### src/rtl/csdf_pkg.sv
package csdf_pkg;

  localparam int unsigned COORD_BITS = 10;
  localparam int unsigned ANGLE_BITS = 16;
  localparam int unsigned ADDR_BITS  = 5;
  localparam int unsigned DATA_BITS  = 32;

  localparam int unsigned STEPS      = 30;
  localparam int unsigned FRAC_BITS  = 30;
  localparam int unsigned XW         = COORD_BITS + FRAC_BITS + 3;
  localparam int unsigned ZW         = 34;
  localparam int unsigned SQ_BITS    = 2 * COORD_BITS;
  localparam int unsigned RR_BITS    = 2 * (COORD_BITS - 1);
  localparam int unsigned NUM_STAGES = STEPS + 4;

  localparam logic [31:0] EIGHTH_TURN  = 32'h2000_0000;
  localparam logic [31:0] QUARTER_TURN = 32'h4000_0000;
  localparam logic [31:0] HALF_TURN    = 32'h8000_0000;

  localparam logic [COORD_BITS-1:0] CENTER_X_RST = COORD_BITS'(100);
  localparam logic [COORD_BITS-1:0] CENTER_Y_RST = COORD_BITS'(100);
  localparam logic [COORD_BITS-2:0] RADIUS_RST   = (COORD_BITS-1)'(72);
  localparam logic [ANGLE_BITS-1:0] START_RST    = '0;
  localparam logic [ANGLE_BITS-1:0] END_RST      = {1'b1, {(ANGLE_BITS-1){1'b0}}};
  localparam logic [1:0]            PATTERN_RST  = 2'd0;

  typedef enum logic [2:0] {
    REG_CENTER_X    = 3'd0,
    REG_CENTER_Y    = 3'd1,
    REG_RADIUS      = 3'd2,
    REG_START_ANGLE = 3'd3,
    REG_END_ANGLE   = 3'd4,
    REG_PATTERN_SEL = 3'd5
  } reg_idx_e;

  // atan(2^-i), 2^32 units per turn
  localparam logic [31:0] ATAN_TURNS [0:STEPS-1] = '{
    32'h20000000, 32'h12E4051D, 32'h09FB385B, 32'h051111D4, 32'h028B0D43,
    32'h0145D7E1, 32'h00A2F61E, 32'h00517C55, 32'h0028BE53, 32'h00145F2E,
    32'h000A2F98, 32'h000517CC, 32'h00028BE6, 32'h000145F3, 32'h0000A2F9,
    32'h0000517C, 32'h000028BE, 32'h0000145F, 32'h00000A2F, 32'h00000517,
    32'h0000028B, 32'h00000145, 32'h000000A2, 32'h00000051, 32'h00000028,
    32'h00000014, 32'h0000000A, 32'h00000005, 32'h00000002, 32'h00000001
  };

  // row index {pattern, x mod 4}, bit index y mod 4 (leftmost is y = 0)
  localparam logic [0:3] DITHER_ROWS [0:15] = '{
    4'b0000, 4'b1010, 4'b0000, 4'b1010,
    4'b0101, 4'b1010, 4'b0101, 4'b1010,
    4'b0101, 4'b1111, 4'b0101, 4'b1111,
    4'b0111, 4'b1111, 4'b1101, 4'b1111
  };

  typedef struct packed {
    logic [COORD_BITS-1:0] pixel_x;
    logic [COORD_BITS-1:0] pixel_y;
  } in_item_t;

  typedef struct packed {
    logic inside_res;
    logic color;
  } out_item_t;

  typedef struct packed {
    logic [COORD_BITS-1:0] center_x;
    logic [COORD_BITS-1:0] center_y;
    logic [COORD_BITS-2:0] radius;
    logic [ANGLE_BITS-1:0] start_angle;
    logic [ANGLE_BITS-1:0] end_angle;
    logic [1:0]            pattern_select;
  } cfg_t;

  typedef struct packed {
    logic       in_circle;
    logic       axis;
    logic       diag;
    logic [1:0] quarter;
    logic       dx_neg;
    logic       dy_neg;
    logic [1:0] px_lo;
    logic [1:0] py_lo;
  } side_t;

endpackage

### src/rtl/csdf_classify.sv
module csdf_classify import csdf_pkg::*; (
  input  logic                 clk_i,
  input  logic                 rst_ni,
  input  logic                 valid_i,
  input  logic signed [ZW-1:0] z_i,
  input  side_t                side_i,
  input  cfg_t                 cfg_i,
  input  logic [1:0]           adv_i,
  output logic [1:0]           valid_o,
  output out_item_t            data_o
);

  // stage f: clamp and quadrant fold
  logic [31:0] phi, bear;

  always_comb begin
    if (side_i.diag) begin
      phi = EIGHTH_TURN;
    end else if (z_i[ZW-1]) begin
      phi = '0;
    end else if (z_i > $signed(ZW'(QUARTER_TURN))) begin
      phi = QUARTER_TURN;
    end else begin
      phi = z_i[31:0];
    end
  end

  always_comb begin
    if (side_i.axis) begin
      bear = {side_i.quarter, 30'b0};
    end else begin
      unique case ({side_i.dx_neg, side_i.dy_neg})
        2'b00:   bear = phi;
        2'b10:   bear = HALF_TURN - phi;
        2'b11:   bear = HALF_TURN + phi;
        default: bear = 32'd0 - phi;
      endcase
    end
  end

  logic                  f_v_q;
  logic [ANGLE_BITS-1:0] f_ang_q;
  side_t                 f_side_q;

  always_ff @(posedge clk_i or negedge rst_ni) begin
    if (!rst_ni) begin
      f_v_q <= 1'b0;
    end else if (adv_i[0]) begin
      f_v_q <= valid_i;
    end
  end

  always_ff @(posedge clk_i) begin
    if (adv_i[0]) begin
      f_ang_q  <= bear[31 -: ANGLE_BITS];
      f_side_q <= side_i;
    end
  end

  // stage o: range test and dither color
  logic      in_rng;
  out_item_t res_d;

  always_comb begin
    if (cfg_i.start_angle <= cfg_i.end_angle) begin
      in_rng = (f_ang_q >= cfg_i.start_angle) && (f_ang_q <= cfg_i.end_angle);
    end else begin
      in_rng = (f_ang_q >= cfg_i.start_angle) || (f_ang_q <= cfg_i.end_angle);
    end
    res_d.inside_res = f_side_q.in_circle && in_rng;
    res_d.color      = res_d.inside_res &&
                       DITHER_ROWS[{cfg_i.pattern_select, f_side_q.px_lo}][f_side_q.py_lo];
  end

  logic      o_v_q;
  out_item_t o_res_q;

  always_ff @(posedge clk_i or negedge rst_ni) begin
    if (!rst_ni) begin
      o_v_q <= 1'b0;
    end else if (adv_i[1]) begin
      o_v_q <= f_v_q;
    end
  end

  always_ff @(posedge clk_i) begin
    if (adv_i[1]) begin
      o_res_q <= res_d;
    end
  end

  assign valid_o = {o_v_q, f_v_q};
  assign data_o  = o_res_q;

endmodule
### config.mk
export PLATFORM = sky130hd
export DESIGN_NAME = csdf_classify
export DESIGN_NICKNAME = d
export VERILOG_FILES = /design/src/rtl/csdf_pkg.sv /design/src/rtl/csdf_classify.sv
export SDC_FILE = /design/constraint.sdc
export NUM_CORES = 1
export LEC_CHECK = 0
export ABC_AREA = 1
export BUFFER_PORTS_ARGS = -buffer_cell sky130_fd_sc_hd__buf_2
export CAP_MARGIN = 20
export CORE_MARGIN = 2
export CORE_UTILIZATION = 45
export DETAILED_ROUTE_END_ITERATION = 10
export GPL_TIMING_DRIVEN = 0
export HOLD_SLACK_MARGIN = 0.05
export PLACE_DENSITY_LB_ADDON = 0.25
export SKIP_LAST_GASP = 1
export SYNTH_ARGS = -nofsm -noshare
export SYNTH_HDL_FRONTEND = slang
export SYNTH_SLANG_ARGS = --single-unit
### constraint.sdc
create_clock -name clk_i -period 5 [get_ports clk_i]
set_input_delay 0.5 -clock clk_i [delete_from_list [all_inputs] [get_ports clk_i]]
set_output_delay 0.5 -clock clk_i [all_outputs]
set_load 0.02 [all_outputs]
==> results.md, run 1 <==
- Outcome: complete, no violations
- Routed Antenna Nets: 0
- DRC: 0
- Arrival @ worst endpoint: ~2.3 ns
- Post-Syn Nets: between 600 and 700
- Initial antenna violation count: 0
- Clock Skew: around 0.0070 ns
- H-tree depth: 1
- Full die area: 0.00760 mm²
- Layout cell share with drive strength beyond 1: ~20%
- Number of primary I/O pins: around 120
- DP HPWL: 6320 µm
- Startpoint types: input port
- Hold WS: 0.403 ns
- Vias per inst: ~5
- Post-DR wirelength/cell: 11.4 µm
- Simple-gate share of the synthesized area: a little over a quarter
- Post-Synth Adder-Cell Area: 20.5%
- Placed cells: a little over 600
- Syn Std Cell Area: approximately 0.0031 mm²
- Largest family of logic cells by synthesized area: simple AND/OR/NAND/NOR gates
- Slew HR: between 40% and 50%
- Starting Density: 46.1%
- Total negative setup slack: 0 ns
- Pwr/cell area: 176 mW/mm²
- Max rail drop VDD: slightly above 0.0001 V
- Core area: about 0.0068 mm²
- Total Power: between 600 and 700 µW
- Synth Area in XOR/XNOR: 0%
- Worst-margin pin slew: approximately 0.75 ns
- Mux cell area share after synthesis: 0%
- Final Hold Viols: 0
- Final Max Slew Viols: 0
- Layout Nets: ~710
- Non-Filler Instances: around 630
- Root Buffer: clkbuf_8
- F_max: 0.433 GHz
- Gpl congestion: ~0.91
- Antenna cells: 0
- Setup Buffers After CTS: 0
- Global route overflow: 0
- Vias in the first global route: about 3k
- Cell Rows: 30
- Synth unique cells: 35
- Post-synthesis compound-gate area fraction: 17.3%
- CTS buffer count: 3
- Synth Flop Type: edfxtp_1
- Leakage power: between 2 and 2.5 nW
- Synthesis-stage register bit count: 25
- Final wirelength: ~7100 µm
- Worst path slowest cell: nor3_1
- Clk buf depth: 2
- Clk slew on worst S/H paths: 0.08 ns
- Pin count of the biggest net entering global routing: 24
- CTS tree: built
- Ys async rst share: under 10%
- Pre-CTS setup slack: about 2.4 ns
- Busiest layer in global routing: met2
- GR Util met3: ~2.2%
- DR pass1 iterations: 4
- DR iter-0 viols: 76
- Post-synth EDFFs: 23
- Post-Route Utilization: 54.9%
- Floorplan die width: just under 90 µm
- Worst path max stage delay: between 0.5 and 0.6 ns
- Fraction of the yosys area taken by sequential cells: 23.8%
- Crit path capture type: flop
- First-pass GRT wire length: roughly 13,000 µm
- Hold_buf cts: 1
- Clock period minus worst slack: around 2.3 ns
- Met2 Use GR: a little over a third
- # clock sinks: 25
- Post-synthesis area per instance: 6.86 µm²
- Synth Warn #: 0
- Finished Cell Area: 0.00371 mm²
- Vias post-DR: around 3.1k
- Worst Path Required: roughly 5.0 ns
- Worst skew pair latency: around 0.27 ns
- Worst Path Max Fanout: 9
- Crit path kind: in -> reg
- Port Buffers: 87
- Post-cts sizing count: 0
- Synth-to-Final Area Change: 19.1%
- Critical Path, Cell by Cell: buf_2, inv_1, ha_1, buf_2, nor3_1, inv_1, nand2_1, nand3_1, nand2_1, a21oi_1
- Finish-stage setup viols: 0
- Cell count after synthesis: about 450
- Total track usage: 19.9%
- Met1 Use GR: about a quarter
- DIE HEIGHT: ~87 µm
- Max cap viols: 0
- DP Area: 0.00365 mm²
- Period utilization: a little under half
- Worst min-delay path category: in -> reg
- RSZ-0062 raised after global routing: false
- Final WS setup: between 2 and 3 ns
worst max-delay path, delay by kind of cell:
kind,cells,cell delay [ns]
simple gates,4,0.89
buf+inv,4,0.62
fa+ha+maj,1,0.28
compound gates,1,0.04
where the power goes:
group / total (mW) / internal (mW) / switching [mW]
Clock: 0.115 / 0.0564 / 0.0590
Combinational: 0.272 / 0.114 / 0.159
Sequential: 0.264 / 0.253 / 0.0109
path summary, 6_finish.rpt:
check | depth (start not counted) | end | slack [ns] | from
setup / recovery | 10 | f_ang_q[10] | 2.69 | side_i[4]
max in group asynchronous | 2 | f_v_q | 4.37 | rst_ni
hold reg to reg | 2 | o_v_q | 0.54 | o_v_q
min in group asynchronous | 2 | o_v_q | 0.54 | rst_ni
hold / removal | 1 | f_side_q[2] | 0.40 | side_i[2]
setup reg to reg | 13 | data_o[0] | 2.97 | f_ang_q[1]
registers in the layout, summed over array words and instances (netlist names):
name / cells
f_ang_q: 16
f_v_q: 1
f_side_q: 5
data_o: 2
o_v_q: 1
cells in the mapped netlist, types with 2 or more instances:
master	instances	share of area, %
a211oi_1	2	0.48
buf_4	2	0.48
o31ai_1	4	0.96
o21a_1	3	0.72
edfxtp_1	23	22
dfrtp_1	2	1.6
o211ai_1	12	2.9
nor3_1	8	1.3
ha_1	51	20
o21ai_0	11	1.8
buf_2	3	0.48
nor2_1	57	6.9
nand2_2	3	0.60
nand2_1	92	11
inv_2	3	0.36
a21boi_0	2	0.48
nand3_1	26	4.2
o221ai_1	2	0.56
a21oi_1	37	5.9
o21ai_2	2	0.56
o221a_2	2	0.72
nand4_1	8	1.6
o21ai_1	4	0.64
inv_1	84	10
logic make-up (layout without fill, tap and decap cells):
logic type,Yosys count,in the layout
buffers and inverters,95,187
AOI/OAI and AO/OA,86,86
adders and majority gates,51,51
DFF,25,25
and+or+nand+nor,197,197
metal layers:
| layer | wire length, µm | vias to the layer above | part of all wire [%] |
|---|---|---|---|
| met5 | 0 | - | 0 |
| li1 | - | 1703 | - |
| met1 | 3400 | 1332 | 48 |
| met3 | 322 | 8 | 4.5 |
| met2 | 3320 | 85 | 47 |
| met4 | 72 | 0 | 1.0 |
layout by cell type, fill, tap and decap left out, drive strengths merged, types with 3 or more instances in the layout:
cell     n
a21oi   37
o21ai   17
o21a     3
clkbuf   4
nand3   26
nor2    57
nand4    8
nand2   95
ha      51
inv     87
nor3     9
o211ai  13
edfxtp  23
o31ai    4
buf     94
layout make-up:
type | instances | area, µm²
Fill cell | 677 | 3050
Multi-Input combinational cell | 334 | 2000
Sequential cell | 25 | 741
Timing Repair Buffer | 88 | 445
Inverter | 87 | 327
Tap cell | 80 | 100
Buffer | 8 | 48.8
Clock buffer | 3 | 41.3
Clock inverter | 1 | 7.51
Power figures use the tool's default switching activity.
==> run 2: changes to the inputs <==
ABC_AREA = 0   (was 1)
clock period = 2.3 ns   (was 5 ns; I/O delays follow)
==> results.md, run 2 <==
- Crit path capture type: flop
- Largest register by flop count: f_ang_q
- Yosys top cell area share: between 20% and 30%
- CTS tree: built
- Finished Cell Area: 0.00341 mm²
- Post-DR wirelength/cell: ~13 µm
- CP most frequent cell: or4_4
- Post-synth top area cell: edfxtp_1
- Initial antenna violation count: 0
- Slew HR: between 20% and 30%
- Fraction of the yosys area taken by sequential cells: roughly 28%
- CTS buffer count: 3
- Sw Ratio: between 30% and 40%
- Synth unique cells: 48
- Placed cells: 466
- Max reg flops: 16
- Sw power: roughly 400 µW
- Failing checks: setup timing
- Most frequent cells after synthesis: ha_1, inv_1, nand2_1, edfxtp_1
- Synth Flop Type: edfxtp_1
- Delay-heaviest family, CP: simple AND/OR/NAND/NOR gates
- Starting Density: between 40% and 50%
- Number of primary I/O pins: between 100 and 150
- Worst Path Buf+Inv: 1
- Gate power share: ~38%
- # clock sinks: 25
- Synth area leaders: edfxtp_1, ha_1, inv_1
- Synth Warn #: 0
- Clk slew on worst S/H paths: ~0.08 ns
- Clk buf depth: 2
- Worst path slowest cell: or4_4
- Worst skew pair latency: 0.26 ns
- Floorplan die width: around 81 µm
- Total track usage: between 10% and 20%
- DIE HEIGHT: between 80 and 90 µm
- Total negative setup slack: -0.328 ns
- Global route overflow: 0
- Period utilization: 104%
- Post-synth EDFFs: 23
- F_max: 0.419 GHz
- DR pass1 iterations: 4
- Flop pwr share: ~44%
- Port Buffers: 87
- Syn Std Cell Area: about 0.0027 mm²
- Final Hold Viols: 0
- Top-count cell post-synth: ha_1
- H-tree depth: 1
- Vias in the first global route: around 2.4k
- Met2 Use GR: a little over a third
- Synth-to-Final Area Change: 27.6%
- Arrival @ worst endpoint: ~2.5 ns
- Layout cell share with drive strength beyond 1: a little under a third
- Non-Filler Instances: 475
- Most common cell after layout, fill and taps aside: buf_2
- Vias per inst: roughly 5.5
- RSZ-0062 raised after global routing: true
- Clock Skew: about 0.0088 ns
- Cell count after synthesis: about 300
- Critical Path, Cell by Cell: buf_8, or4_4, or4_4, or3_4, or4_4, a311o_1, a21oi_2
- Gpl congestion: a little under 0.9
- Outcome: complete, but fails checks
- Antenna cells: 0
- Worst Path Max Fanout: 4
- Max rail drop VDD: approximately 0.00025 V
- Core area: 0.00582 mm²
- Worst min-delay path category: in -> reg
- Busiest layer in global routing: met2
- DP Area: between 0.003 and 0.004 mm²
- DRC: 0
- DP HPWL: about 5300 µm
- Cell Int Power: approximately 900 µW
- Pin count of the biggest net entering global routing: 23
- Layout Nets: roughly 570
- Post-synthesis area per instance: 8.80 µm²
- Worst-margin pin slew: between 1 and 1.5 ns
- Startpoint types: input port
- Synthesis-stage register bit count: 25
- Worst Path Required: between 2 and 2.5 ns
- Final Max Slew Viols: 0
- Clock period minus worst slack: ~2.4 ns
- Finish-stage setup viols: 7
- Cell Rows: 28
- First-pass GRT wire length: around 10,000 µm
- Ys async rst share: 8.00%
- Crit path kind: in -> reg
- Fillers: between 500 and 600
- GR Util met3: 1.89%
- Clock power share: between 10% and 20%
- Post-Syn Nets: 468
- Vias post-DR: between 2k and 3k
- Total Power: 1.27 mW
- Leakage power: between 1.5 and 2 nW
- Met1 Use GR: about 25%
- Post-Route Utilization: between 50% and 60%
- Final wirelength: around 6200 µm
- Routed Antenna Nets: 0
- Worst path max stage delay: ~0.54 ns
- Pwr/cell area: around 370 mW/mm²
- Root Buffer: clkbuf_8
- Full die area: 0.00658 mm²
- Most frequent cells in the layout: buf_2, ha_1, inv_1
- DR iter-0 viols: 87
- Max cap viols: 0
- Final WS setup: -0.0846 ns
run 2: changes by cell type in the layout (fill, tap and decap cells not counted), sizes merged, moves of 3 or more:
| cell | before | now |
|---|---|---|
| nand2 | 95 | 24 |
| inv | 87 | 40 |
| nor2 | 57 | 17 |
| a21oi | 37 | 18 |
| nand3 | 26 | 8 |
| o211ai | 13 | 4 |
| nor4 | 0 | 8 |
| mux2 | 0 | 7 |
| or3 | 0 | 7 |
| or4 | 0 | 6 |
| a21o | 0 | 3 |
| and4 | 0 | 3 |
run 2: layout make-up:
cell class              instances  area, µm²  share of cell area (%)
well taps                      75       93.8                    2.75
inverters                      40        150                    4.40
multi-input cells             231       1830                    53.7
flip-flops and latches         25        741                    21.7
clock inverters                 1       5.00                   0.147
clock buffers                   3       41.3                    1.21
repair buffers                 93        503                    14.7
plain buffers                   7       45.0                    1.32
run 2: per-layer routing:
layer,vias up,part of all wire (%)
li1,1335,-
met5,-,0
met1,1160,45
met2,93,48
met4,0,1.0
met3,8,5.7
run 2: cells by family (layout without fill, tap and decap cells):
logic type / after synthesis / count (layout) / share of synthesized area (%)
adder cells (fa/ha/maj): 51 / 51 / 23.9
multiplexers: 7 / 7 / 2.95
flip-flops: 25 / 25 / 27.7
buffers and inverters: 48 / 144 / 7.06
AO/OA/AOI/OAI: 73 / 73 / 18.2
XOR/XNOR: 3 / 3 / 0.982
AND/OR/NAND/NOR: 97 / 97 / 19.2
run 2: power by group through the flow:
stage | Combinational (mW) | Sequential (mW) | Clock (mW)
3_3_place_gp | 0.435 | 0.562 | 0
4_1_cts | 0.460 | 0.553 | 0.246
3_5_place_dp | 0.448 | 0.563 | 0
6_report | 0.480 | 0.553 | 0.239
5_1_grt | 0.550 | 0.556 | 0.270
2_1_floorplan | 0.275 | 0.562 | 0
run 2: worst register-to-register path, stage by stage, from the launching register on:
cell      delay [ns]
edfxtp_1        0.42
ha_1            0.31
a21oi_1         0.14
o21ai_0         0.11
a221oi_1        0.29
o21ai_0         0.17
o31ai_2         0.28
a21oi_1         0.10
run 2: metrics by stage:
| stage | hold slack (ns) | setup slack [ns] |
|---|---|---|
| after detailed placement | 0.0192 | -0.490 |
| after global placement | 0.0157 | -0.490 |
| after floorplan | -0.0656 | -0.254 |
| after global routing | 0.128 | -0.128 |
| final | 0.138 | -0.0846 |
| after CTS | 0.133 | -0.0739 |
run 2: what timing repair did:
action	4_1_cts	5_1_grt
hold buffers	1	0
setup buffers	3	2
pin swaps	0	1
hold endpoints to repair	2	0
setup endpoints to repair	10	11
resized for setup	11	13
gates cloned	0	0
run 2: final timing paths:
| check | start | end | slack (ns) | cells after the start |
|---|---|---|---|---|
| setup / recovery | z_i[17] | f_ang_q[13] | -0.08 | 7 |
| hold / removal | side_i[2] | f_side_q[2] | 0.14 | 1 |
| setup reg to reg | f_ang_q[11] | data_o[0] | 0.22 | 7 |
| hold reg to reg | o_v_q | o_v_q | 0.52 | 1 |
| max in group asynchronous | rst_ni | f_v_q | 1.92 | 2 |
| min in group asynchronous | rst_ni | o_v_q | 0.28 | 2 |
