[src/rtl/csdf_pkg.sv]
package csdf_pkg;

  localparam int unsigned COORD_BITS = 10;
  localparam int unsigned ANGLE_BITS = 16;
  localparam int unsigned ADDR_BITS  = 5;
  localparam int unsigned DATA_BITS  = 32;

  localparam int unsigned STEPS      = 30;
  localparam int unsigned FRAC_BITS  = 30;
  localparam int unsigned XW         = COORD_BITS + FRAC_BITS + 3;
  localparam int unsigned ZW         = 34;
  localparam int unsigned SQ_BITS    = 2 * COORD_BITS;
  localparam int unsigned RR_BITS    = 2 * (COORD_BITS - 1);
  localparam int unsigned NUM_STAGES = STEPS + 4;

  localparam logic [31:0] EIGHTH_TURN  = 32'h2000_0000;
  localparam logic [31:0] QUARTER_TURN = 32'h4000_0000;
  localparam logic [31:0] HALF_TURN    = 32'h8000_0000;

  localparam logic [COORD_BITS-1:0] CENTER_X_RST = COORD_BITS'(100);
  localparam logic [COORD_BITS-1:0] CENTER_Y_RST = COORD_BITS'(100);
  localparam logic [COORD_BITS-2:0] RADIUS_RST   = (COORD_BITS-1)'(72);
  localparam logic [ANGLE_BITS-1:0] START_RST    = '0;
  localparam logic [ANGLE_BITS-1:0] END_RST      = {1'b1, {(ANGLE_BITS-1){1'b0}}};
  localparam logic [1:0]            PATTERN_RST  = 2'd0;

  typedef enum logic [2:0] {
    REG_CENTER_X    = 3'd0,
    REG_CENTER_Y    = 3'd1,
    REG_RADIUS      = 3'd2,
    REG_START_ANGLE = 3'd3,
    REG_END_ANGLE   = 3'd4,
    REG_PATTERN_SEL = 3'd5
  } reg_idx_e;

  // atan(2^-i), 2^32 units per turn
  localparam logic [31:0] ATAN_TURNS [0:STEPS-1] = '{
    32'h20000000, 32'h12E4051D, 32'h09FB385B, 32'h051111D4, 32'h028B0D43,
    32'h0145D7E1, 32'h00A2F61E, 32'h00517C55, 32'h0028BE53, 32'h00145F2E,
    32'h000A2F98, 32'h000517CC, 32'h00028BE6, 32'h000145F3, 32'h0000A2F9,
    32'h0000517C, 32'h000028BE, 32'h0000145F, 32'h00000A2F, 32'h00000517,
    32'h0000028B, 32'h00000145, 32'h000000A2, 32'h00000051, 32'h00000028,
    32'h00000014, 32'h0000000A, 32'h00000005, 32'h00000002, 32'h00000001
  };

  // row index {pattern, x mod 4}, bit index y mod 4 (leftmost is y = 0)
  localparam logic [0:3] DITHER_ROWS [0:15] = '{
    4'b0000, 4'b1010, 4'b0000, 4'b1010,
    4'b0101, 4'b1010, 4'b0101, 4'b1010,
    4'b0101, 4'b1111, 4'b0101, 4'b1111,
    4'b0111, 4'b1111, 4'b1101, 4'b1111
  };

  typedef struct packed {
    logic [COORD_BITS-1:0] pixel_x;
    logic [COORD_BITS-1:0] pixel_y;
  } in_item_t;

  typedef struct packed {
    logic inside_res;
    logic color;
  } out_item_t;

  typedef struct packed {
    logic [COORD_BITS-1:0] center_x;
    logic [COORD_BITS-1:0] center_y;
    logic [COORD_BITS-2:0] radius;
    logic [ANGLE_BITS-1:0] start_angle;
    logic [ANGLE_BITS-1:0] end_angle;
    logic [1:0]            pattern_select;
  } cfg_t;

  typedef struct packed {
    logic       in_circle;
    logic       axis;
    logic       diag;
    logic [1:0] quarter;
    logic       dx_neg;
    logic       dy_neg;
    logic [1:0] px_lo;
    logic [1:0] py_lo;
  } side_t;

endpackage

[src/rtl/csdf_prep.sv]
module csdf_prep import csdf_pkg::*; (
  input  logic                 clk_i,
  input  logic                 rst_ni,
  input  logic                 valid_i,
  input  in_item_t             data_i,
  input  cfg_t                 cfg_i,
  input  logic [1:0]           adv_i,
  output logic [1:0]           valid_o,
  output logic signed [XW-1:0] x_o,
  output logic signed [XW-1:0] y_o,
  output side_t                side_o
);

  // stage a: offsets, magnitudes, squares
  logic signed [COORD_BITS:0] dx, dy;
  logic [COORD_BITS-1:0]      ax, ay;
  logic [SQ_BITS-1:0]         sqx, sqy;
  logic [RR_BITS-1:0]         rr;
  side_t                      side_a;

  assign dx  = $signed({1'b0, data_i.pixel_x}) - $signed({1'b0, cfg_i.center_x});
  assign dy  = $signed({1'b0, data_i.pixel_y}) - $signed({1'b0, cfg_i.center_y});
  assign ax  = dx[COORD_BITS] ? COORD_BITS'(-dx) : dx[COORD_BITS-1:0];
  assign ay  = dy[COORD_BITS] ? COORD_BITS'(-dy) : dy[COORD_BITS-1:0];
  assign sqx = SQ_BITS'(ax) * SQ_BITS'(ax);
  assign sqy = SQ_BITS'(ay) * SQ_BITS'(ay);
  assign rr  = RR_BITS'(cfg_i.radius) * RR_BITS'(cfg_i.radius);

  always_comb begin
    side_a           = '0;
    side_a.dx_neg    = dx[COORD_BITS];
    side_a.dy_neg    = dy[COORD_BITS];
    side_a.px_lo     = data_i.pixel_x[1:0];
    side_a.py_lo     = data_i.pixel_y[1:0];
    side_a.diag      = (ax == ay);
    if (dy == '0) begin
      side_a.axis    = 1'b1;
      side_a.quarter = dx[COORD_BITS] ? 2'd2 : 2'd0;
    end else if (dx == '0) begin
      side_a.axis    = 1'b1;
      side_a.quarter = dy[COORD_BITS] ? 2'd3 : 2'd1;
    end
  end

  logic                  a_v_q;
  logic [COORD_BITS-1:0] a_ax_q, a_ay_q;
  logic [SQ_BITS-1:0]    a_sqx_q, a_sqy_q;
  logic [RR_BITS-1:0]    a_rr_q;
  side_t                 a_side_q;

  always_ff @(posedge clk_i or negedge rst_ni) begin
    if (!rst_ni) begin
      a_v_q <= 1'b0;
    end else if (adv_i[0]) begin
      a_v_q <= valid_i;
    end
  end

  always_ff @(posedge clk_i) begin
    if (adv_i[0]) begin
      a_ax_q   <= ax;
      a_ay_q   <= ay;
      a_sqx_q  <= sqx;
      a_sqy_q  <= sqy;
      a_rr_q   <= rr;
      a_side_q <= side_a;
    end
  end

  // stage b: circle test and rotator seed
  logic [SQ_BITS:0] dist2;
  side_t            side_b;

  assign dist2 = (SQ_BITS+1)'(a_sqx_q) + (SQ_BITS+1)'(a_sqy_q);

  always_comb begin
    side_b           = a_side_q;
    side_b.in_circle = (dist2 <= (SQ_BITS+1)'(a_rr_q));
  end

  logic                 b_v_q;
  logic signed [XW-1:0] b_x_q, b_y_q;
  side_t                b_side_q;

  always_ff @(posedge clk_i or negedge rst_ni) begin
    if (!rst_ni) begin
      b_v_q <= 1'b0;
    end else if (adv_i[1]) begin
      b_v_q <= a_v_q;
    end
  end

  always_ff @(posedge clk_i) begin
    if (adv_i[1]) begin
      b_x_q    <= $signed(XW'({a_ax_q, {FRAC_BITS{1'b0}}}));
      b_y_q    <= $signed(XW'({a_ay_q, {FRAC_BITS{1'b0}}}));
      b_side_q <= side_b;
    end
  end

  assign valid_o = {b_v_q, a_v_q};
  assign x_o     = b_x_q;
  assign y_o     = b_y_q;
  assign side_o  = b_side_q;

endmodule

[config.mk]
export PLATFORM = sky130hd
export DESIGN_NAME = csdf_prep
export DESIGN_NICKNAME = d
export VERILOG_FILES = /design/src/rtl/csdf_pkg.sv /design/src/rtl/csdf_prep.sv
export SDC_FILE = /design/constraint.sdc
export NUM_CORES = 1
export LEC_CHECK = 0
export BUFFER_PORTS_ARGS = -buffer_cell sky130_fd_sc_hd__buf_4
export CORE_MARGIN = 2
export CORE_UTILIZATION = 29
export CTS_CLUSTER_SIZE = 30
export DETAILED_ROUTE_END_ITERATION = 6
export GPL_TIMING_DRIVEN = 0
export PLACE_DENSITY = 0.57
export SYNTH_ARGS = -nofsm -noshare
export SYNTH_HDL_FRONTEND = slang
export SYNTH_SLANG_ARGS = --single-unit
[constraint.sdc]
create_clock -name clk_i -period 4.2 [get_ports clk_i]
set_input_delay 0.42 -clock clk_i [delete_from_list [all_inputs] [get_ports clk_i]]
set_output_delay 0.42 -clock clk_i [all_outputs]
set_load 0.02 [all_outputs]
==> impl_metrics.py, run 1 <==
metrics = {
    "sta": {
        "skew_ns": 0.00679,
        "finalSetupTns_ns": -55.15,
        "finalSetupViolations": 30,
        "hold_viol_final": 0,
        "fin_crit_ns": 6.69,
        "grt_setup_unrepaired": "true",
        "slew_headroom": 0.226,
        "fin_ws_ns": -2.49,
        "fmax_ghz": 0.150,
        "finalMaxSlewViolations": 0,
        "min_period_over_period": 1.59,
        "worstMarginPinSlew_ns": 1.16,
    },
    "synth": {
        "ys_warn_count": 0,
        "ys_top_cells_by_count": "274 x inv_1, 187 x ha_1, 127 x fa_1",
        "synth.yosys.seq_area_share": 0.246,
        "ys_types": 79,
        "synth_edf_count": 114,
        "synth_top_area_cell": "edfxtp_1",
        "syn_inst": 1439,
        "synth-seq-cells": 116,
        "yosysMostFrequentCell": "inv_1",
        "async_flop_share": 0.0172,
        "synth_top_area_frac": 0.242,
        "syn_area_per_cell_um2": 9.81,
        "syn_area_um2": 14100,
        "ys.flop_type": "edfxtp_1",
        "ys_top_cells_by_area": "edfxtp_1 24%, fa_1 18%, ha_1 17%",
    },
    "worst_setup_path": {
        "start_kind": "primary input",
        "end_kind": "flop",
        "criticalPathCategory": "primary input to flop",
        "cp_max_fo": 5,
        "slowest_delay_ns": 0.57,
        "crit_slowest_cell": "fa_1",
        "crit_arrival_ns": 6.86,
        "worstPathRequired_ns": 4.38,
        "path_common_cell": "fa_1",
    },
    "final_layout": {
        "diodes": 0,
        "final_util": 0.400,
        "drive_gt1_frac": 0.340,
        "nNetsFinal": 2131,
        "area_growth_pct": 35.7,
    },
    "floorplanning": {
        "coreArea_um2": 47900,
        "rows": 80,
        "pin_count": 187,
        "fp.dieW_um": 225,
        "start_util": 0.295,
        "die_area_um2": 50500,
        "die_h_um": 225,
    },
    "clocking": {
        "cts_buffer_depth": 2,
        "numCtsBuffers": 17,
        "cts.sinks": 116,
        "cts_tree": "yes",
        "ctsHtreeMaxLevel": 4,
        "cts-root-buf": "clkbuf_16",
        "clk_latency_ns": 0.43,
        "path_clk_slew_ns": 0.07,
    },
    "global_route": {
        "grt_pass1_wl_mm": 54.2,
        "antenna_found_initial": 0,
        "overflow": 0,
        "grt_max_degree": 85,
        "grt.total_usage": 0.133,
        "grt_pass1_vias": 10900,
    },
    "drt": {
        "routedWlPerCell_um": 14.1,
        "first_pass_iters": 5,
        "drc": 0,
        "vias": 10600,
        "viasPerCell": 4.49,
        "wirelength_mm": 33.3,
        "drtIter0Drc": 397,
        "ant_nets": 0,
    },
    "placed_design": {
        "gp_congestion": 0.821,
        "dp_hpwl_mm": 24.7,
        "port_buffers": 85,
    },
    "status": {
        "status": "finished, violations left",
        "failed_checks": "negative setup slack",
    },
    "min_path": {
        "hold_path_class": "primary input to flop",
    },
    "flow_run": {
        "maxCapViolations": 0,
    },
}
-- layer usage --
layer | GRT usage | share of wire
met3 | 0.0212 | 0.028
met4 | 0.0282 | 0.012
met2 | 0.234 | 0.52
met5 | 0 | 0
met1 | 0.173 | 0.44
-- cell usage in the layout, fill, tap and decap left out, drive strengths merged, types with 8 or more instances in the layout --
cell type	synthesis	final
nand2	85	85
o31ai	11	11
clkbuf	8	25
conb	1	66
inv	285	295
and3	8	8
xor2	37	37
a21o	33	33
ha	187	187
a21boi	8	8
and2	36	36
a21oi	48	48
nor2b	15	15
o21bai	10	10
buf	71	276
o21a	15	15
edfxtp	114	114
nand3	20	20
nor2	92	92
o21ai	29	29
nor3	21	21
xnor2	66	66
fa	127	127
nand2b	10	10
-- what timing repair did --
action / 4_1_cts / 5_1_grt
buffers inserted: 80 / 46
pin swaps: 97 / 75
hold buffers: 1 / 0
resized for setup: 139 / 105
endpoints found under the setup margin: 34 / 35
hold endpoints to repair: 2 / 0
-- critical path: cells and delay by family --
kind / cells / cell delay (ns)
adder cells (fa/ha/maj): 8 / 3.26
XOR/XNOR: 3 / 0.55
buffers and inverters: 8 / 0.57
AND/OR/NAND/NOR: 2 / 0.26
AO/OA/AOI/OAI: 9 / 1.79
-- sequential cells by signal (all words and copies together) (netlist names) --
name,cells
a_ax_q,10
a_ay_q,10
a_rr_q,17
a_side_q,10
a_sqx_q,18
a_sqy_q,18
a_v_q,1
b_v_q,1
side_o,11
x_o,10
y_o,10
-- area by class of cell --
| cell class | instances | area (µm²) |
|---|---|---|
| Buffer | 79 | 599 |
| Clock buffer | 17 | 425 |
| Fill cell | 4573 | 28800 |
| Timing Repair Buffer | 206 | 1740 |
| Sequential cell | 116 | 3470 |
| Multi-Input combinational cell | 1020 | 10800 |
| Inverter | 289 | 1170 |
| Tap cell | 615 | 769 |
| Clock inverter | 15 | 206 |
-- final timing paths --
check                                 from     endpoint  slack (ns)  cells after the start
worst max-delay path            data_i[10]  a_sqx_q[19]       -2.49                     30
worst min-delay path             data_i[1]  a_side_q[1]        0.18                      1
worst max register to register  a_sqx_q[3]   side_o[10]        0.23                     16
worst min register to register   a_ay_q[6]      y_o[36]        0.42                      0
max in group asynchronous           rst_ni        a_v_q        3.80                      2
min in group asynchronous           rst_ni        b_v_q        0.31                      2
-- stage by stage --
step | instance area [µm²] | cells | hold WS [ns] | setup slack [ns]
6_report | 19200 | 2357 | 0.179 | -2.49
5_1_grt | 19200 | 2357 | 0.163 | -2.73
4_1_cts | 18400 | 2317 | 0.159 | -2.37
3_5_place_dp | 16400 | 2204 | 0.205 | -3.42
3_3_place_gp | 16400 | 2204 | 0.202 | -3.39
2_1_floorplan | 15000 | 1504 | 0.124 | -2.54
-- cell families after synthesis --
kind of cell             share of synthesized area
adder cells (fa/ha/maj)                      0.346
other                                     0.000266
buffers and inverters                        0.117
multiplexers                               0.00611
XOR/XNOR                                    0.0700
AO/OA/AOI/OAI                                0.105
flip-flops                                   0.246
AND/OR/NAND/NOR                              0.110
Power of run 1 is left out: the tool's default activity adds up to more than one toggle a clock period on the data nets, which glitch-free logic cannot reach.
==> run 2: changes to the inputs <==
Settings changed: CORE_ASPECT_RATIO set to 1.5.
==> run 2 against run 1 <==
The flow still finishes with violations (negative setup slack); maximum frequency down 0.14%; global-route usage up 0.56 points; final cell count up 2.2%; clock skew up 0.0019 ns; worst hold slack better by 0.0050 ns; sequential share of layout area down 0.12 points; final area up 0.65%; non-clock buffer count up 11; largest cell class unchanged; highest routed layer unchanged.
==> impl_metrics.py, run 2 (synthesis results as in run 1) <==
metrics = {
    "status": {
        "status": "finished, violations left",
        "failed_checks": "negative setup slack",
    },
    "drt": {
        "drtIter0Drc": 386,
        "viasPerCell": 4.44,
        "routedWlPerCell_um": 14.2,
        "ant_nets": 0,
        "wl_met2_mm": 18.8,
        "wl_met1_mm": 12.9,
        "wirelength_mm": 34.2,
        "vias": 10700,
        "wl_met3_um": 990,
        "first_pass_iters": 4,
        "top_layer": "met4",
        "drc": 0,
    },
    "sta": {
        "fmax_ghz": 0.149,
        "worstMarginPinSlew_ns": 1.14,
        "min_period_over_period": 1.59,
        "fin_crit_ns": 6.70,
        "slew_headroom": 0.237,
        "finalSetupViolations": 30,
        "hold_ws_ns": 0.184,
        "fin_ws_ns": -2.50,
        "grt_setup_unrepaired": "true",
        "skew_ns": 0.00871,
        "finalMaxSlewViolations": 0,
        "hold_viol_final": 0,
    },
    "floorplanning": {
        "die_h_um": 274,
        "coreArea_um2": 48400,
        "die_area_um2": 50500,
        "rows": 99,
        "start_util": 0.292,
        "fp.dieW_um": 184,
        "pin_count": 187,
    },
    "min_path": {
        "hold_path_class": "primary input to flop",
        "hold_depth": 1,
        "min_from": "data_i[0]",
        "min_to": "a_side_q[0]",
    },
    "worst_setup_path": {
        "end_kind": "flop",
        "cp_top_family": "adder cells",
        "r2r_end": "side_o[10]",
        "start_kind": "primary input",
        "crit_arrival_ns": 6.88,
        "crit_slowest_cell": "fa_1",
        "worstPathRequired_ns": 4.38,
        "cp_max_fo": 5,
        "reg2reg_from": "a_sqx_q[3]",
        "criticalPathCategory": "primary input to flop",
        "rr_worst_depth": 17,
        "r2r_slack_ns": 0.24,
        "cp.buffers_inverters": 10,
        "slowest_delay_ns": 0.51,
    },
    "global_route": {
        "grt_pass1_wl_mm": 55.3,
        "grt.total_usage": 0.139,
        "overflow": 0,
        "antenna_found_initial": 0,
        "grt_pass1_vias": 11300,
        "grt_max_degree": 85,
    },
    "placed_design": {
        "gp_congestion": 0.831,
        "dp_hpwl_mm": 25.4,
        "port_buffers": 85,
    },
    "final_layout": {
        "final_cell_mix": "244 x buf_4, 240 x inv_1, 144 x ha_1",
        "diodes": 0,
        "final_common_cell": "buf_4",
        "final_util": 0.398,
        "nNetsFinal": 2142,
        "drive_gt1_frac": 0.341,
        "reg_top3": "a_sqx_q: 18 flops, a_sqy_q: 18 flops, a_rr_q: 17 flops",
        "area_growth_pct": 36.5,
    },
    "clocking": {
        "cts_tree": "yes",
        "clk_latency_ns": 0.44,
        "numCtsBuffers": 17,
        "ctsHtreeMaxLevel": 4,
        "path_clk_slew_ns": 0.06,
        "cts-root-buf": "clkbuf_16",
        "cts_buffer_depth": 2,
        "cts.sinks": 116,
    },
    "flow_run": {
        "maxCapViolations": 0,
    },
}
==> run 2: cell type report <==
cell class                 count  area (µm²)
buffer                        78         592
clock buffer                  20         437
clock inverter                12         109
fill                        4638       29200
inverter                     289        1180
multi-input combinational   1020       10800
sequential                   116        3470
tap                          656         821
timing repair buffer         218        1870
==> run 2: through the flow <==
step | instances | area, µm² | setup WS (ns) | setup TNS (ns)
floorplan | 1504 | 15000 | -2.54 | -55.12
global placement | 2245 | 16500 | -3.41 | -83.36
detailed placement | 2245 | 16500 | -3.44 | -84.72
CTS | 2381 | 18500 | -2.41 | -52.59
global route | 2409 | 19300 | -2.77 | -61.74
finish | 2409 | 19300 | -2.50 | -55.55
==> run 2: repair_timing <==
item	in CTS	in global routing
pin swaps	103	90
gates cloned	1	0
gates resized for setup	141	109
endpoints found under the setup margin	34	35
setup buffers	102	34
endpoints found under the hold margin	2	0
hold buffers	1	0
==> run 2: metal layers <==
layer  vias up  track usage
met5         -            0
met1      5182        0.144
met4         0       0.0688
met3        69       0.0170
li1       5229            -
met2       224        0.271
==> run 2: worst max-delay path by stage <==
stage / cells past startpoint / endpoint / start
6_report: 32 / a_sqx_q[19] / data_i[10]
5_1_grt: 31 / a_sqx_q[17] / data_i[10]
4_1_cts: 31 / a_sqx_q[19] / data_i[10]
3_5_place_dp: 33 / a_sqx_q[19] / data_i[10]
3_3_place_gp: 33 / a_sqx_q[19] / data_i[10]
2_1_floorplan: 31 / a_sqx_q[19] / data_i[10]
Power of run 2 is left out for the same reason.
==> run 3: changes to the inputs <==
Clock period 4.2 ns to 6.3 ns, I/O delays scaled along.
==> run 3 against run 2 <==
The run still ends with negative setup slack left; clock skew is 0.0011 ns lower; wire length is 0.47% lower; global-route usage is 0.074 points lower; first-iteration DRC count is 0.26% higher; critical endpoint unchanged; highest routed layer unchanged.
==> impl_metrics.py, run 3 (synthesis results as in run 1) <==
metrics = {
    "status": {
        "status": "finished, violations left",
        "failed_checks": "negative setup slack",
    },
    "final_layout": {
        "diodes": 0,
        "area_growth_pct": 34.8,
        "reg_top3": "a_sqx_q: 18 flops, a_sqy_q: 18 flops, a_rr_q: 17 flops",
        "nNetsFinal": 2163,
        "final_cell_mix": "273 x buf_4, 249 x inv_1, 159 x ha_1",
        "final_util": 0.393,
        "final_common_cell": "buf_4",
        "drive_gt1_frac": 0.316,
        "ff_latch_area_um2": 3470,
        "finalNonFillerCells": 2430,
        "multi_input_area_um2": 10400,
        "fillCellCount": 4726,
    },
    "clocking": {
        "clk_latency_ns": 0.43,
        "ctsHtreeMaxLevel": 4,
        "cts_tree": "yes",
        "cts_buffer_depth": 2,
        "path_clk_slew_ns": 0.06,
        "numCtsBuffers": 17,
        "cts.sinks": 116,
        "cts-root-buf": "clkbuf_16",
    },
    "worst_setup_path": {
        "crit_arrival_ns": 7.04,
        "criticalPathCategory": "primary input to flop",
        "path_common_cell": "fa_1",
        "slowest_delay_ns": 0.52,
        "cp_max_fo": 7,
        "worstPathRequired_ns": 6.48,
        "crit_slowest_cell": "fa_1",
        "end_kind": "flop",
        "start_kind": "primary input",
    },
    "sta": {
        "skew_ns": 0.00762,
        "finalSetupViolations": 17,
        "fin_ws_ns": -0.557,
        "fmax_ghz": 0.146,
        "grt_setup_unrepaired": "true",
        "slew_headroom": 0.213,
        "fin_crit_ns": 6.86,
        "worstMarginPinSlew_ns": 1.18,
        "min_period_over_period": 1.09,
        "hold_viol_final": 0,
        "finalMaxSlewViolations": 0,
    },
    "flow_run": {
        "maxCapViolations": 0,
    },
    "drt": {
        "viasPerCell": 4.43,
        "routedWlPerCell_um": 14.0,
        "wirelength_mm": 34.0,
        "drtIter0Drc": 387,
        "drc": 0,
        "first_pass_iters": 4,
        "vias": 10800,
        "ant_nets": 0,
    },
    "floorplanning": {
        "pin_count": 187,
        "die_h_um": 274,
        "rows": 99,
        "fp.dieW_um": 184,
        "coreArea_um2": 48400,
        "die_area_um2": 50500,
        "start_util": 0.292,
    },
    "placed_design": {
        "dp_hpwl_mm": 25.5,
        "port_buffers": 85,
        "place_inst": 2245,
        "gp_congestion": 0.807,
    },
    "global_route": {
        "grt_max_degree": 85,
        "grt.total_usage": 0.138,
        "antenna_found_initial": 1,
        "grt_pass1_vias": 11400,
        "grt_pass1_wl_mm": 54.9,
        "overflow": 0,
    },
    "min_path": {
        "hold_path_class": "primary input to flop",
    },
}
## run 3: final timing paths
kind	from	to	slack, ns	cells past startpoint
hold / removal	data_i[1]	a_side_q[1]	0.40	1
hold reg to reg	a_ay_q[3]	y_o[33]	0.41	0
min in group asynchronous	rst_ni	b_v_q	0.52	2
setup reg to reg	a_sqx_q[3]	side_o[10]	1.72	17
setup / recovery	data_i[10]	a_sqx_q[19]	-0.56	31
max in group asynchronous	rst_ni	a_v_q	5.70	2
## run 3: final cells by class
| type | instances | share of cell area |
|---|---|---|
| flip-flops and latches | 116 | 0.182 |
| repair buffers | 238 | 0.105 |
| clock inverters | 15 | 0.00703 |
| inverters | 289 | 0.0616 |
| clock buffers | 17 | 0.0223 |
| plain buffers | 79 | 0.0312 |
| well taps | 656 | 0.0431 |
| multi-input cells | 1020 | 0.548 |
## run 3: worst max-delay path: cells and delay by family
kind                       cells  cell delay, ns
xor gates and xnor gates       3            0.51
AOI/OAI and AO/OA              7            1.16
buffers and inverters          8            0.72
and+or+nand+nor                5            0.78
adders and majority gates      8            3.24
## run 3: per-stage QoR
stage	TNS [ns]	cell area, µm²	setup slack, ns	hold WS, ns
2_1_floorplan	-5.67	14800	-0.647	0.334
3_3_place_gp	-32.08	16200	-1.69	0.403
3_5_place_dp	-33.60	16200	-1.74	0.406
4_1_cts	-4.67	18100	-0.546	0.374
5_1_grt	-9.53	19000	-0.842	0.373
6_report	-5.16	19000	-0.557	0.398
## run 3: metal layers
layer  GRT usage  up-vias  part of all wire
met4      0.0726        0             0.046
li1            -     5259                 -
met1       0.143     5178              0.37
met5           0        -                 0
met3      0.0210       75             0.031
met2       0.266      242              0.55
## run 3: timing repair
action	in CTS	in global routing
setup buffers	94	63
gates resized for setup	121	100
gates cloned	1	0
hold buffers	1	0
pin swaps	77	87
setup endpoints to repair	26	24
hold endpoints to repair	2	0
Power of run 3 is left out for the same reason.
